File: src/rtl/core/rsr_ram.sv
`timescale 1ns / 1ps
// Generic simple dual-port RAM: one write port and one read port with a
// registered read. Self-contained, no package needed.
module rsr_ram #(
   parameter int WIDTH = 8,
   parameter int DEPTH = 16
) (
   input  logic                     clock,
   input  logic                     wr_en,
   input  logic [$clog2(DEPTH)-1:0] wr_addr,
   input  logic [WIDTH-1:0]         wr_data,
   input  logic                     rd_en,
   input  logic [$clog2(DEPTH)-1:0] rd_addr,
   output logic [WIDTH-1:0]         rd_data
);

   logic [WIDTH-1:0] mem_ff [DEPTH];
   logic [WIDTH-1:0] rd_data_ff;

   // Write port.
   always_ff @(posedge clock) begin
      if (wr_en) begin
         mem_ff[wr_addr] <= wr_data;
      end
   end

   // Read port; the data holds until the next read.
   always_ff @(posedge clock) begin
      if (rd_en) begin
         rd_data_ff <= mem_ff[rd_addr];
      end
   end

   assign rd_data = rd_data_ff;

endmodule

File: config.mk
export PLATFORM = sky130hd
export DESIGN_NAME = rsr_ram
export DESIGN_NICKNAME = d
export VERILOG_FILES = /design/src/rtl/core/rsr_ram.sv
export SDC_FILE = /design/constraint.sdc
export NUM_CORES = 1
export LEC_CHECK = 0
export BUFFER_PORTS_ARGS = -buffer_cell sky130_fd_sc_hd__buf_2
export CAP_MARGIN = 5
export CORE_MARGIN = 2
export CORE_UTILIZATION = 28
export DETAILED_ROUTE_END_ITERATION = 10
export PLACE_DENSITY = 0.54
export SYNTH_ARGS = -nofsm -noshare
export SYNTH_HDL_FRONTEND = slang
export SYNTH_SLANG_ARGS = --single-unit
File: constraint.sdc
create_clock -name clock -period 2.75 [get_ports clock]
set_input_delay 0.275 -clock clock [delete_from_list [all_inputs] [get_ports clock]]
set_output_delay 0.275 -clock clock [all_outputs]
set_load 0.03 [all_outputs]
==> impl_metrics.py <==
metrics = {
    "clocking": {
        "root_buffer": "clkbuf_16",
        "cts_tree": "yes",
        "cts.sinks": 136,
        "htree_num_levels": 4,
        "ctsResizeCount": 0,
        "clk_path_buf_depth": 2,
        "path_clk_slew_ps": 60,
        "cts_inserted_buffers": 17,
        "cts_setup_buffers": 0,
        "ctsHoldBuffers": 0,
        "clock_latency_ps": 400,
    },
    "sta": {
        "fin_crit_ps": 1540,
        "hold_viol": 0,
        "setup_slack_ps": 1210,
        "fin_setup_tns_ps": 0,
        "skew_ps": 6.40,
        "worst-slew-pin-transition_ps": 830,
        "finalSetupViolCount": 0,
        "max-slew-margin-rel_pct": 44.5,
        "fmax_mhz": 650,
        "final_max_slew_viol_count": 0,
        "finalCritPeriodShare_pct": 55.9,
        "rsz0062_at_grt": "no",
    },
    "critical_path": {
        "worst_r2r_path_depth": 3,
        "cp.depth": 4,
        "path_cells": "buf_2 > or3b_2 > nor2_1 > buf_4",
        "cp-start-kind": "input port",
        "slowest_delay_ps": 510,
        "cpLargestDelayFamily": "simple AND/OR/NAND/NOR gates",
        "slowest_stage": "or3b_2",
        "end_kind": "register",
        "worstPathMaxFanout": 5,
        "worst-setup-path-type": "in2reg",
        "cp.required_ps": 2870,
        "worst-path-buf-inv": 2,
        "worst_ep_arrival_time_ps": 1650,
    },
    "drt": {
        "antenna_left": 0,
        "dr.pass1.iters": 4,
        "vias_per_cell": 4.75,
        "vias": 2483,
        "drt_wl_total_mm": 10.8,
        "drc": 0,
        "drt_iter0_drc": 229,
        "detail_route.wl_per_cell_um": 20.6,
    },
    "power_and_ir_drop": {
        "power_mw": 4.89,
        "power.clock.fraction_pct": 47.2,
        "netSwitchingFraction_pct": 19.6,
        "seqPwrFrac_pct": 48.1,
        "p_comb_share_pct": 4.7,
        "p_int_mw": 3.93,
        "cellLeakagePower_nw": 2.10,
        "p_switching_mw": 0.957,
        "ir_drop_uv": 524,
        "powerDensity_mw_per_mm2": 775,
    },
    "global_route": {
        "antenna_found_initial": 0,
        "grt_max_degree": 33,
        "grt_overflow": 0,
        "grt_pass1_vias": 2611,
        "grt_pass1_wl_mm": 16.2,
        "grt_usage_pct": 11.6,
    },
    "synthesis": {
        "synth_seq_cells": 136,
        "yosysSeqAreaShare_pct": 78.1,
        "ys.warnings.count": 0,
        "synth_cell_types": 18,
        "syn_area_mm2": 0.00523,
        "postSynthNetCount": 248,
        "syn_area_per_cell_um2": 22.8,
        "synth_cells": 229,
    },
    "floorplan": {
        "die_area_mm2": 0.0198,
        "start_util_pct": 28.8,
        "io_pins": 27,
        "rows": 49,
        "die_w_um": 141,
        "die_height_um": 141,
        "core_mm2": 0.0181,
    },
    "job": {
        "cap_violations": 0,
    },
    "final_layout": {
        "fin_cells": 523,
        "area_growth_pct": 20.7,
        "drive_above_1_share_pct": 30.6,
        "final_nets": 300,
        "finish.utilization_pct": 34.8,
        "n_antenna_cell": 0,
    },
    "place": {
        "dp_slack_ps": 736,
        "globalplace.congestion": 0.733,
        "portBuffers": 26,
        "hpwl_mm": 7.07,
        "placed_cells": 491,
    },
    "hold_path": {
        "hp-class": "in2reg",
        "min_path_cells": 1,
    },
    "run_status": {
        "outcome": "finished, final reports clean",
    },
}
[cells by family (layout without fill, tap and decap cells)]
family / count (synthesis) / count (layout) / share of synthesized area [%]
AOI/OAI and AO/OA: 16 / 16 / 2.30
DFF: 136 / 136 / 78.1
and+or+nand+nor: 35 / 35 / 3.14
buffers and inverters: 10 / 75 / 1.65
muxes: 32 / 32 / 14.8
[through the flow]
stage	instance area, um2	hold slack [ps]
2_1_floorplan	5230	374
3_3_place_gp	5700	668
3_5_place_dp	5700	665
4_1_cts	6310	237
5_1_grt	6310	233
6_report	6310	249
[per-layer routing]
metal  share of wire, %  GRT usage (%)
met5                  0              0
met4                2.4           4.95
met3                5.5           3.63
met2                 48           17.5
met1                 44           15.7
[sequential cells by signal, summed over array words and instances, names as in the netlist]
register / count
mem_ff: 128
rd_data: 8
[cells in the final DEF, fill, tap and decap left out]
master	synthesis	final
nand3b_1	2	2
nand2b_1	2	2
nor3_1	4	4
a22oi_1	16	16
clkbuf_1	0	1
clkbuf_16	0	17
clkinv_2	0	3
mux4_1	14	14
clkinv_1	0	3
edfxtp_1	136	136
buf_4	1	16
and2_1	1	1
inv_6	0	1
bufinv_16	0	4
mux4_2	18	18
nor2b_1	1	1
buf_12	0	1
buf_2	3	26
and2b_1	1	1
clkinvlp_4	0	1
clkinv_4	0	2
nor2_1	13	13
nand2_1	9	9
or3b_2	1	1
nand3_1	1	1
[power groups by stage]
| stage | clock (mW) | sequential [mW] | combinational, mW |
|---|---|---|---|
| 2_1_floorplan | 0 | 2.41 | 0.118 |
| 3_3_place_gp | 0 | 2.39 | 0.233 |
| 3_5_place_dp | 0 | 2.39 | 0.237 |
| 4_1_cts | 2.36 | 2.35 | 0.237 |
| 5_1_grt | 2.46 | 2.35 | 0.254 |
| 6_report | 2.31 | 2.35 | 0.232 |
[final cells by class]
cell class | instances | area (um2)
clock buffer | 18 | 429
sequential | 136 | 4080
multi-input combinational | 83 | 1060
timing repair buffer | 43 | 270
fill | 1697 | 11800
clock inverter | 14 | 180
tap | 229 | 287
[worst paths after layout]
| path | from | endpoint | slack, ps |
|---|---|---|---|
| worst min-delay path | rd_en | rd_data[1]$_DFFE_PP_ | 250 |
| worst max-delay path | wr_addr[2] | mem_ff[3][6]$_DFFE_PP_ | 1210 |
| worst min register to register | mem_ff[7][0]$_DFFE_PP_ | rd_data[0]$_DFFE_PP_ | 750 |
| worst max register to register | mem_ff[9][2]$_DFFE_PP_ | rd_data[2]$_DFFE_PP_ | 1210 |
[Yosys cell counts]
cell             instances  area [um2]
a22oi_1                 16         120
and2_1                   1        6.26
and2b_1                  1        7.51
buf_2                    3        15.0
buf_4                    1        7.51
buf_6                    3        33.8
clkdlybuf4s25_2          3        30.0
edfxtp_1               136        4080
mux4_1                  14         368
mux4_2                  18         405
nand2_1                  9        33.8
nand2b_1                 2        12.5
nand3_1                  1        5.00
nand3b_1                 2        15.0
nor2_1                  13        48.8
nor2b_1                  1        6.26
nor3_1                   4        20.0
or3b_2                   1        8.76
Note: power is estimated with default switching activity, not from simulation.
